$ cat src/design/lsa_pkg.sv
// ----------------------------------------------------------------------------
// Latency statistics package
// Widths, constants and payload types shared by the latency statistics block.
// ----------------------------------------------------------------------------
package lsa_pkg;

	// Field widths
	localparam int SEC_W  = 32;
	localparam int US_W   = 20;
	localparam int LAT_W  = 48;
	localparam int FRAC_W = 8;
	localparam int MEAN_W = LAT_W + FRAC_W;
	localparam int CNT_W  = 32;

	// Signed seconds difference, and the working width of the shared adder.
	// The accumulator holds mean * (n - 1) + latency * 2^FRAC_W, which stays
	// below 2^(MEAN_W + CNT_W); one spare bit keeps the sign during latency.
	localparam int DSEC_W = SEC_W + 1;
	localparam int ACC_W  = MEAN_W + CNT_W + 1;
	localparam int REM_W  = CNT_W;

	// Sequencer step counter and bit-select widths
	localparam int STEP_W    = $clog2(ACC_W);
	localparam int US_IDX_W  = $clog2(US_W);
	localparam int CNT_IDX_W = $clog2(CNT_W);

	localparam logic [US_W-1:0]  US_PER_S = US_W'(1000000);
	localparam logic [CNT_W-1:0] CNT_MAX  = '1;
	localparam logic [LAT_W-1:0] LAT_MAX  = '1;

	// One observation
	typedef struct packed {
		logic [SEC_W-1:0] begin_seconds;
		logic [US_W-1:0]  begin_micros;
		logic [SEC_W-1:0] end_seconds;
		logic [US_W-1:0]  end_micros;
	} obs_t;

	// One result
	typedef struct packed {
		logic [LAT_W-1:0]  sample_latency;
		logic [CNT_W-1:0]  observation_count;
		logic [MEAN_W-1:0] mean_latency_q8;
		logic [LAT_W-1:0]  min_latency;
		logic [LAT_W-1:0]  max_latency;
		logic              went_backwards;
		logic              clipped_high;
	} stat_t;

	// Request to the shared adder
	typedef struct packed {
		logic [ACC_W-1:0] a;
		logic [ACC_W-1:0] b;
		logic             sub;
	} alu_req_t;

	// Response from the shared adder; carry is "a >= b" on a subtract.
	typedef struct packed {
		logic [ACC_W-1:0] sum;
		logic             carry;
	} alu_rsp_t;

endpackage

$ cat src/design/latency_stats_accumulator.sv
// ----------------------------------------------------------------------------
// Latency statistics accumulator
// Turns start/stop timestamps into a clamped latency in microseconds and keeps
// a saturating count, a Q.8 running mean, and the minimum and maximum.
//
//   Channel  Direction  Handshake             Payload
//   obs      in         obs_valid, obs_stall  obs_data  (obs_t)
//   stat     out        stat_valid, stat_stall stat_data (stat_t)
//
// An observation is accepted only while the sequencer is idle, so the block
// does not take a new one until the last has reached the output register.
// The sequencer makes bit-serial passes through the shared 89-bit adder:
// 20 steps to scale seconds by one million, 32 for the multiply and 89 for
// the divide of the mean update.
// Reset clears the count, mean and maximum and sets the minimum to all ones.
// A finished result sits in an output register; the next observation is
// accepted while it waits, and a stalled result holds the sequencer at its end.
// ----------------------------------------------------------------------------
module latency_stats_accumulator
	import lsa_pkg::*;
(
	input  logic  clk,
	input  logic  arst_n,
	input  logic  obs_valid,
	output logic  obs_stall,
	input  obs_t  obs_data,
	output logic  stat_valid,
	input  logic  stat_stall,
	output stat_t stat_data
);

	logic  seq_ready;
	logic  seq_valid;
	logic  seq_take;
	stat_t seq_res;
	logic  vld_q;
	stat_t stat_q;

	lsa_seq u_seq (
		.clk       (clk),
		.arst_n    (arst_n),
		.obs_valid (obs_valid),
		.obs       (obs_data),
		.ready     (seq_ready),
		.res_valid (seq_valid),
		.res_ready (seq_take),
		.res       (seq_res)
	);

	assign obs_stall = !seq_ready;

	// The output register is free when empty or when its transfer completes.
	assign seq_take = !vld_q || !stat_stall;

	always_ff @(posedge clk or negedge arst_n) begin
		if (!arst_n) begin
			vld_q <= 1'b0;
		end else if (seq_valid && seq_take) begin
			vld_q <= 1'b1;
		end else if (!stat_stall) begin
			vld_q <= 1'b0;
		end
	end

	always_ff @(posedge clk) begin
		if (seq_valid && seq_take) begin
			stat_q <= seq_res;
		end
	end

	assign stat_valid = vld_q;
	assign stat_data  = stat_q;

`ifndef SYNTHESIS
	// A latency is never both clamped low and saturated high.
	assert property (@(posedge clk) disable iff (!arst_n)
		stat_valid |-> !(stat_data.went_backwards && stat_data.clipped_high))
		else $error("latency_stats_accumulator: both clamp flags set");

	// The mean never exceeds the largest latency seen.
	assert property (@(posedge clk) disable iff (!arst_n)
		stat_valid |-> (stat_data.mean_latency_q8 <=
			{stat_data.max_latency, {FRAC_W{1'b0}}}))
		else $error("latency_stats_accumulator: mean above maximum");

	// Every result counts at least its own observation.
	assert property (@(posedge clk) disable iff (!arst_n)
		stat_valid |-> (stat_data.observation_count != '0))
		else $error("latency_stats_accumulator: result with zero count");
`endif

endmodule

$ cat src/design/lsa_alu.sv
// ----------------------------------------------------------------------------
// Latency statistics shared adder
// One wide add or subtract with carry out, used by every arithmetic state of the sequencer.
// ----------------------------------------------------------------------------
module lsa_alu
	import lsa_pkg::*;
(
	input  alu_req_t req,
	output alu_rsp_t rsp
);

	logic [ACC_W-1:0] b_eff;
	logic [ACC_W:0]   total;

	// A subtract adds the inverted operand plus one.
	assign b_eff = req.sub ? ~req.b : req.b;
	assign total = {1'b0, req.a} + {1'b0, b_eff} + {{ACC_W{1'b0}}, req.sub};

	assign rsp.sum   = total[ACC_W-1:0];
	assign rsp.carry = total[ACC_W];

endmodule

$ cat src/design/lsa_seq.sv
// ----------------------------------------------------------------------------
// Latency statistics sequencer
// Steps one observation through the shared adder: latency, clamping,
// statistics update, bit-serial multiply and restoring divide for the mean.
// ----------------------------------------------------------------------------
module lsa_seq
	import lsa_pkg::*;
(
	input  logic  clk,
	input  logic  arst_n,
	input  logic  obs_valid,
	input  obs_t  obs,
	output logic  ready,
	output logic  res_valid,
	input  logic  res_ready,
	output stat_t res
);

	typedef enum logic [10:0] {
		ST_IDLE  = 11'b000_0000_0001,
		ST_SUBS  = 11'b000_0000_0010,
		ST_MULK  = 11'b000_0000_0100,
		ST_ADDU  = 11'b000_0000_1000,
		ST_SUBU  = 11'b000_0001_0000,
		ST_CLAMP = 11'b000_0010_0000,
		ST_MULM  = 11'b000_0100_0000,
		ST_ADDL  = 11'b000_1000_0000,
		ST_DIV   = 11'b001_0000_0000,
		ST_FIN   = 11'b010_0000_0000,
		ST_DONE  = 11'b100_0000_0000
	} state_t;

	state_t              state_q;
	logic [STEP_W-1:0]   step_q;
	logic [CNT_W-1:0]    cnt_q;
	logic [MEAN_W-1:0]   mean_q;
	logic [LAT_W-1:0]    min_q;
	logic [LAT_W-1:0]    max_q;

	obs_t                obs_q;
	logic [ACC_W-1:0]    acc_q;
	logic [REM_W-1:0]    rem_q;
	logic [DSEC_W-1:0]   dsec_q;
	logic [CNT_W-1:0]    mplier_q;
	logic [LAT_W-1:0]    lat_q;
	logic                back_q;
	logic                clip_q;

	alu_req_t            alu_req;
	alu_rsp_t            alu_rsp;

	logic                lat_neg;
	logic                lat_big;
	logic [LAT_W-1:0]    lat_c;
	logic                step_last;
	logic [REM_W:0]      rem_shift;

	lsa_alu u_alu (
		.req (alu_req),
		.rsp (alu_rsp)
	);

	// Clamp the signed latency held in the accumulator.
	assign lat_neg   = acc_q[ACC_W-1];
	assign lat_big   = !lat_neg && (|acc_q[ACC_W-2:LAT_W]);
	assign lat_c     = lat_neg ? '0 : (lat_big ? LAT_MAX : acc_q[LAT_W-1:0]);
	assign step_last = (step_q == '0);
	assign rem_shift = {rem_q, acc_q[ACC_W-1]};

	// Operand selection for the shared adder.
	always_comb begin
		alu_req = '0;
		unique case (state_q)
			ST_SUBS: begin
				alu_req.a   = ACC_W'(obs_q.end_seconds);
				alu_req.b   = ACC_W'(obs_q.begin_seconds);
				alu_req.sub = 1'b1;
			end
			ST_MULK: begin
				alu_req.a = {acc_q[ACC_W-2:0], 1'b0};
				if (US_PER_S[step_q[US_IDX_W-1:0]]) begin
					alu_req.b = {{(ACC_W-DSEC_W){dsec_q[DSEC_W-1]}}, dsec_q};
				end
			end
			ST_ADDU: begin
				alu_req.a = acc_q;
				alu_req.b = ACC_W'(obs_q.end_micros);
			end
			ST_SUBU: begin
				alu_req.a   = acc_q;
				alu_req.b   = ACC_W'(obs_q.begin_micros);
				alu_req.sub = 1'b1;
			end
			ST_MULM: begin
				alu_req.a = {acc_q[ACC_W-2:0], 1'b0};
				if (mplier_q[step_q[CNT_IDX_W-1:0]]) begin
					alu_req.b = ACC_W'(mean_q);
				end
			end
			ST_ADDL: begin
				alu_req.a = acc_q;
				alu_req.b = ACC_W'({lat_q, {FRAC_W{1'b0}}});
			end
			ST_DIV: begin
				alu_req.a   = ACC_W'(rem_shift);
				alu_req.b   = ACC_W'(cnt_q);
				alu_req.sub = 1'b1;
			end
			ST_IDLE, ST_CLAMP, ST_FIN, ST_DONE: begin
				alu_req = '0;
			end
			default: begin
				alu_req = '0;
			end
		endcase
	end

	// Control state and the running statistics.
	always_ff @(posedge clk or negedge arst_n) begin
		if (!arst_n) begin
			state_q <= ST_IDLE;
			step_q  <= '0;
			cnt_q   <= '0;
			mean_q  <= '0;
			min_q   <= LAT_MAX;
			max_q   <= '0;
		end else begin
			unique case (state_q)
				ST_IDLE: begin
					if (obs_valid) begin
						state_q <= ST_SUBS;
					end
				end
				ST_SUBS: begin
					step_q  <= STEP_W'(US_W - 1);
					state_q <= ST_MULK;
				end
				ST_MULK: begin
					step_q <= step_q - 1'b1;
					if (step_last) begin
						state_q <= ST_ADDU;
					end
				end
				ST_ADDU: begin
					state_q <= ST_SUBU;
				end
				ST_SUBU: begin
					state_q <= ST_CLAMP;
				end
				ST_CLAMP: begin
					if (cnt_q != CNT_MAX) begin
						cnt_q <= cnt_q + 1'b1;
					end
					if (lat_c < min_q) begin
						min_q <= lat_c;
					end
					if (lat_c > max_q) begin
						max_q <= lat_c;
					end
					step_q  <= STEP_W'(CNT_W - 1);
					state_q <= ST_MULM;
				end
				ST_MULM: begin
					step_q <= step_q - 1'b1;
					if (step_last) begin
						state_q <= ST_ADDL;
					end
				end
				ST_ADDL: begin
					step_q  <= STEP_W'(ACC_W - 1);
					state_q <= ST_DIV;
				end
				ST_DIV: begin
					step_q <= step_q - 1'b1;
					if (step_last) begin
						state_q <= ST_FIN;
					end
				end
				ST_FIN: begin
					// A quotient wider than the mean saturates.
					if (|acc_q[ACC_W-1:MEAN_W]) begin
						mean_q <= '1;
					end else begin
						mean_q <= acc_q[MEAN_W-1:0];
					end
					state_q <= ST_DONE;
				end
				ST_DONE: begin
					if (res_ready) begin
						state_q <= ST_IDLE;
					end
				end
				default: begin
					state_q <= ST_IDLE;
				end
			endcase
		end
	end

	// Working registers of the datapath.
	always_ff @(posedge clk) begin
		unique case (state_q)
			ST_IDLE: begin
				if (obs_valid) begin
					obs_q <= obs;
				end
			end
			ST_SUBS: begin
				dsec_q <= alu_rsp.sum[DSEC_W-1:0];
				acc_q  <= '0;
			end
			ST_MULK, ST_ADDU, ST_SUBU, ST_MULM, ST_ADDL: begin
				acc_q <= alu_rsp.sum;
				if (state_q == ST_ADDL) begin
					rem_q <= '0;
				end
			end
			ST_CLAMP: begin
				lat_q    <= lat_c;
				back_q   <= lat_neg;
				clip_q   <= lat_big;
				acc_q    <= '0;
				mplier_q <= (cnt_q != CNT_MAX) ? cnt_q : CNT_MAX - 1'b1;
			end
			ST_DIV: begin
				// Restoring divide: one quotient bit enters at the bottom.
				acc_q <= {acc_q[ACC_W-2:0], alu_rsp.carry};
				if (alu_rsp.carry) begin
					rem_q <= alu_rsp.sum[REM_W-1:0];
				end else begin
					rem_q <= rem_shift[REM_W-1:0];
				end
			end
			ST_FIN, ST_DONE: begin
				acc_q <= acc_q;
			end
			default: begin
				acc_q <= acc_q;
			end
		endcase
	end

	// Result assembly.
	assign ready     = (state_q == ST_IDLE);
	assign res_valid = (state_q == ST_DONE);

	always_comb begin
		res.sample_latency    = lat_q;
		res.observation_count = cnt_q;
		res.mean_latency_q8   = mean_q;
		res.min_latency       = min_q;
		res.max_latency       = max_q;
		res.went_backwards    = back_q;
		res.clipped_high      = clip_q;
	end

`ifndef SYNTHESIS
	// The partial remainder always stays below the divisor.
	assert property (@(posedge clk) disable iff (!arst_n)
		(state_q == ST_DIV) |-> (rem_q < cnt_q))
		else $error("lsa_seq: partial remainder not below divisor");

	// The observation count never goes down.
	assert property (@(posedge clk) disable iff (!arst_n)
		cnt_q >= $past(cnt_q))
		else $error("lsa_seq: observation count decreased");

	// Once anything was seen, the minimum does not exceed the maximum.
	assert property (@(posedge clk) disable iff (!arst_n)
		(cnt_q != '0) |-> (min_q <= max_q))
		else $error("lsa_seq: minimum above maximum");
`endif

endmodule

$ cat config.mk
export PLATFORM = sky130hd
export DESIGN_NAME = latency_stats_accumulator
export DESIGN_NICKNAME = d
export VERILOG_FILES = /design/src/design/lsa_pkg.sv /design/src/design/latency_stats_accumulator.sv /design/src/design/lsa_alu.sv /design/src/design/lsa_seq.sv
export SDC_FILE = /design/constraint.sdc
export NUM_CORES = 2
export LEC_CHECK = 0
export BUFFER_PORTS_ARGS = -buffer_cell sky130_fd_sc_hd__clkbuf_2
export CORE_AREA = 2 2 299 301
export DETAILED_ROUTE_END_ITERATION = 6
export DIE_AREA = 0 0 301 303
export SETUP_SLACK_MARGIN = 0.05
export SLEW_MARGIN = 20
export SYNTH_ARGS = -nofsm -noshare
export SYNTH_HDL_FRONTEND = slang
export SYNTH_HIERARCHICAL = 1
export SYNTH_SLANG_ARGS = --single-unit
$ cat constraint.sdc
create_clock -name clk -period 7.9 [get_ports clk]
set_input_delay 0 -clock clk [delete_from_list [all_inputs] [get_ports clk]]
set_output_delay 0 -clock clk [all_outputs]
set_load 0.02 [all_outputs]
==> impl_metrics.toml <==
[synthesis]
ys_warn_count = 6
synth_cell_types = 101
synth_area_um2 = 39200
synth.top_cell.area_share_pct = 44.0
synth-main-ff-cell = "edfxtp_1"
avgSynthCellArea_um2 = 12.3
synth-seq-cells = 777
synth_edf_count = 574
synth_fp_nets = 3482
ys_seq_area_share_pct = 57.1
ys_top_cells_by_area = "edfxtp_1, dfrtp_1, ha_1"
async_reset_ff_share_pct = 26.1
synth_top_cell_by_area = "edfxtp_1"
syn_inst = 3181

[timing]
finalHoldViolations = 5
clock.fmax_ghz = 0.146
slew-limit-headroom_pct = 25.1
min_period_over_period_pct = 86.4
rsz0062_at_grt = "no"
finalSetupViolCount = 0
finalWorstSetupSlack_ns = 1.07
holdWs_ns = -0.0136
fin_setup_tns_ns = 0
finalCriticalPeriod_ns = 6.83
slew_violations = 0
worst_pin_slew_ns = 1.12
fin_skew_ns = 0.0276

[global_routing]
grt_max_degree = 153
grt-ovfl-total = 0
grt_use_total_pct = 25.0
grt_pass1_vias = 27400
antenna_found_initial = 4
grt_pass1_wl_mm = 172

[cells_and_area]
area_delta_synth_final_pct = 17.7
fin_util_pct = 52.5
fin_cells = 4817
fillers = 7646
drive_gt1_share_pct = 20.1
nets = 3877
finalInstanceArea_um2 = 46100

[pwr]
ir_drop_mv = 0.212
p_total_mw = 13.6
power_per_cell_area_nw_per_um2 = 295
power.leakage_nw = 19.9

[critical_path]
cp_slowest_cell = "dfrtp_1"
crit_fanout = 49
crit_family = "compound AO/OA/AOI/OAI gates"
slowest_delay_ns = 0.81
end_kind = "flip-flop"
rrSetupSlack_ns = 1.07
worstReg2RegStart = "u_seq/step_q[0]"
r2r_end = "u_seq/rem_q[19]"
path_cells = "mux2_2 > a21oi_1 > o21ai_0 > o22ai_1 > nor2_1 > a21oi_1 > nor2_4 > buf_4 > a221o_1 > xor2_1 > ha_1 > a211oi_2 > o211ai_1 > a221oi_2 > a31oi_1 > o31ai_1 > a31oi_1 > o21ai_1 > nor2_1 > nor2_1 > o41ai_2 > buf_12 > mux2i_1 > nor2_1"
cpMostUsedCell = "nor2_1"
cp_data_required_time_ns = 8.25
crit_buf_inv = 2
r2r_cells = 24
cp.arrival_ns = 7.18
crit_type = "reg2reg"
crit_path_start_kind = "flip-flop"

[run]
max_cap_violations = 0

[floorplan]
core_um2 = 88000
die_h_um = 303
start_util_pct = 44.6
die_x_um = 301
io_pins = 344
fp.dieArea_um2 = 91200
fp-row-count = 109

[placed_design]
hpwl_mm = 81.0
gp_congestion = 0.935
io_buffers = 343
dp_slack_ns = 1.04
post_dp_cell_area_um2 = 42100
dpl.cell_count = 4547

[clocking]
cts_tree = "yes"
cts_made_buffers = 85
cts_resized = 0
root_buffer = "clkbuf_16"
clkLatencyLatePin_ns = 0.65
clk_pin_slew_ns = 0.06
cts.sinks = 777
cts_buffer_depth = 3
htree_levels = 3

[outcome]
outcome = "finished with violations"
failed_checks = "negative hold slack"

[drt]
first_pass_iters = 7
drtIter0Drc = 2849
drc_errors = 0
wl_mm = 116
viasPerCell = 5.80
vias = 27900
ant_nets = 0
wl_per_cell_um = 24.0

[hold_path]
worstHoldPathType = "in2async"
## cells in the mapped netlist, types with 8 or more instances
master    count
a22oi_1      13
edfxtp_1    574
o21bai_1     28
nand2_1     249
ha_1        192
clkbuf_1    152
and3_1       14
o22a_1       56
a22o_1      106
and2_1       15
mux2_1       20
a31oi_1      15
nor3b_1       8
nand4_1      64
nand2b_1     10
a21o_1       57
a222oi_1     57
o21a_1       18
nand3_1      31
a21oi_1     194
buf_1        27
mux2i_1      36
a211oi_1     13
a221o_1      65
inv_1       198
nor2b_1      12
mux2_2       42
o31ai_1      11
dfstp_2      49
o21ai_0     113
nor3_1       28
nor2_1      123
xor2_1      132
nor4_1       17
mux2_4       40
a21boi_0      9
o211ai_1     19
dfrtp_1     154
or3_1        12
xnor2_1      74
or2_2         8
## cell usage in the layout, fill, tap and decap left out, drive strengths merged, types with 9 or more instances in the layout
master	count
buf	58
o211ai	20
and3	14
o31ai	11
a211oi	14
inv	204
and2	15
or3	12
nor2b	12
dfrtp	154
nor3	28
bufinv	9
mux2	102
a21oi	197
a21o	58
nand2	251
nand3	31
mux2i	36
o22a	56
o21ai	120
dfstp	49
a21boi	10
clkinv	26
ha	192
a22oi	13
a221o	65
nand4	64
a222oi	57
xor2	132
xnor2	74
o21bai	30
clkbuf	459
edfxtp	574
o21a	18
nand2b	10
dlygate4sd3	107
nor4	18
a31oi	18
nor2	123
a22o	106
## state kept, by name (all words and copies together) (netlist names)
name,flops
u_seq/state_q,11
u_seq/obs_q,104
u_seq/min_q,48
u_seq/clip_q,1
u_seq/dsec_q,33
u_seq/cnt_q,32
stat_data,234
u_seq/back_q,1
u_seq/rem_q,32
u_seq/mean_q,56
u_seq/max_q,48
u_seq/acc_q,89
u_seq/step_q,7
u_seq/mplier_q,32
stat_valid,1
u_seq/lat_q,48
## metal layers
layer	track usage [%]	share of wire (%)	vias to the layer above
met4	9.00	3.4	0
met2	38.4	45	1059
met1	35.2	44	13900
met3	5.01	7.4	168
met5	0	0	-
li1	-	-	12800
## how the worst max path moves through the flow
stage	from	to	slack, ns	cells after the start
floorplan	u_seq/state_q[8]	u_seq/rem_q[10]	0.70	25
global placement	u_seq/step_q[0]	u_seq/rem_q[21]	1.29	24
detailed placement	u_seq/step_q[0]	u_seq/rem_q[19]	1.04	24
CTS	u_seq/step_q[0]	u_seq/rem_q[19]	1.01	24
global route	u_seq/step_q[0]	u_seq/rem_q[30]	0.50	24
finish	u_seq/step_q[0]	u_seq/rem_q[19]	1.07	24
## cell families after synthesis
kind of cell,Yosys count,share of synthesized area [%]
compound gates,842,15.9
flops,777,57.1
simple gates,624,7.68
buf+inv,397,4.07
xor+xnor,206,4.60
fa+ha+maj,193,6.18
mux,142,4.46
## final cells by class
class | instances | area (um2) | area share [%]
inverters | 198 | 746 | 1.62
multi-input cells | 2007 | 15400 | 33.3
well taps | 1165 | 1460 | 3.16
clock inverters | 43 | 523 | 1.13
flip-flops and latches | 777 | 22400 | 48.5
clock buffers | 117 | 2390 | 5.18
diodes | 3 | 7.51 | 0.0163
repair buffers | 507 | 3290 | 7.13
## timing repair
item                                    4_1_cts  5_1_grt
setup buffers                                 0        0
hold buffers                                107        0
hold endpoints to repair                    219        0
endpoints found under the setup margin        0        0
## power by group
part	internal (mW)	leakage, nW	total [mW]	switching (mW)
Sequential	5.14	8.41	5.54	0.399
Combinational	1.37	10.0	3.92	2.55
Clock	2.44	1.43	4.15	1.71
Total	8.94	19.9	13.6	4.66
(Power assumes the default switching activity.)
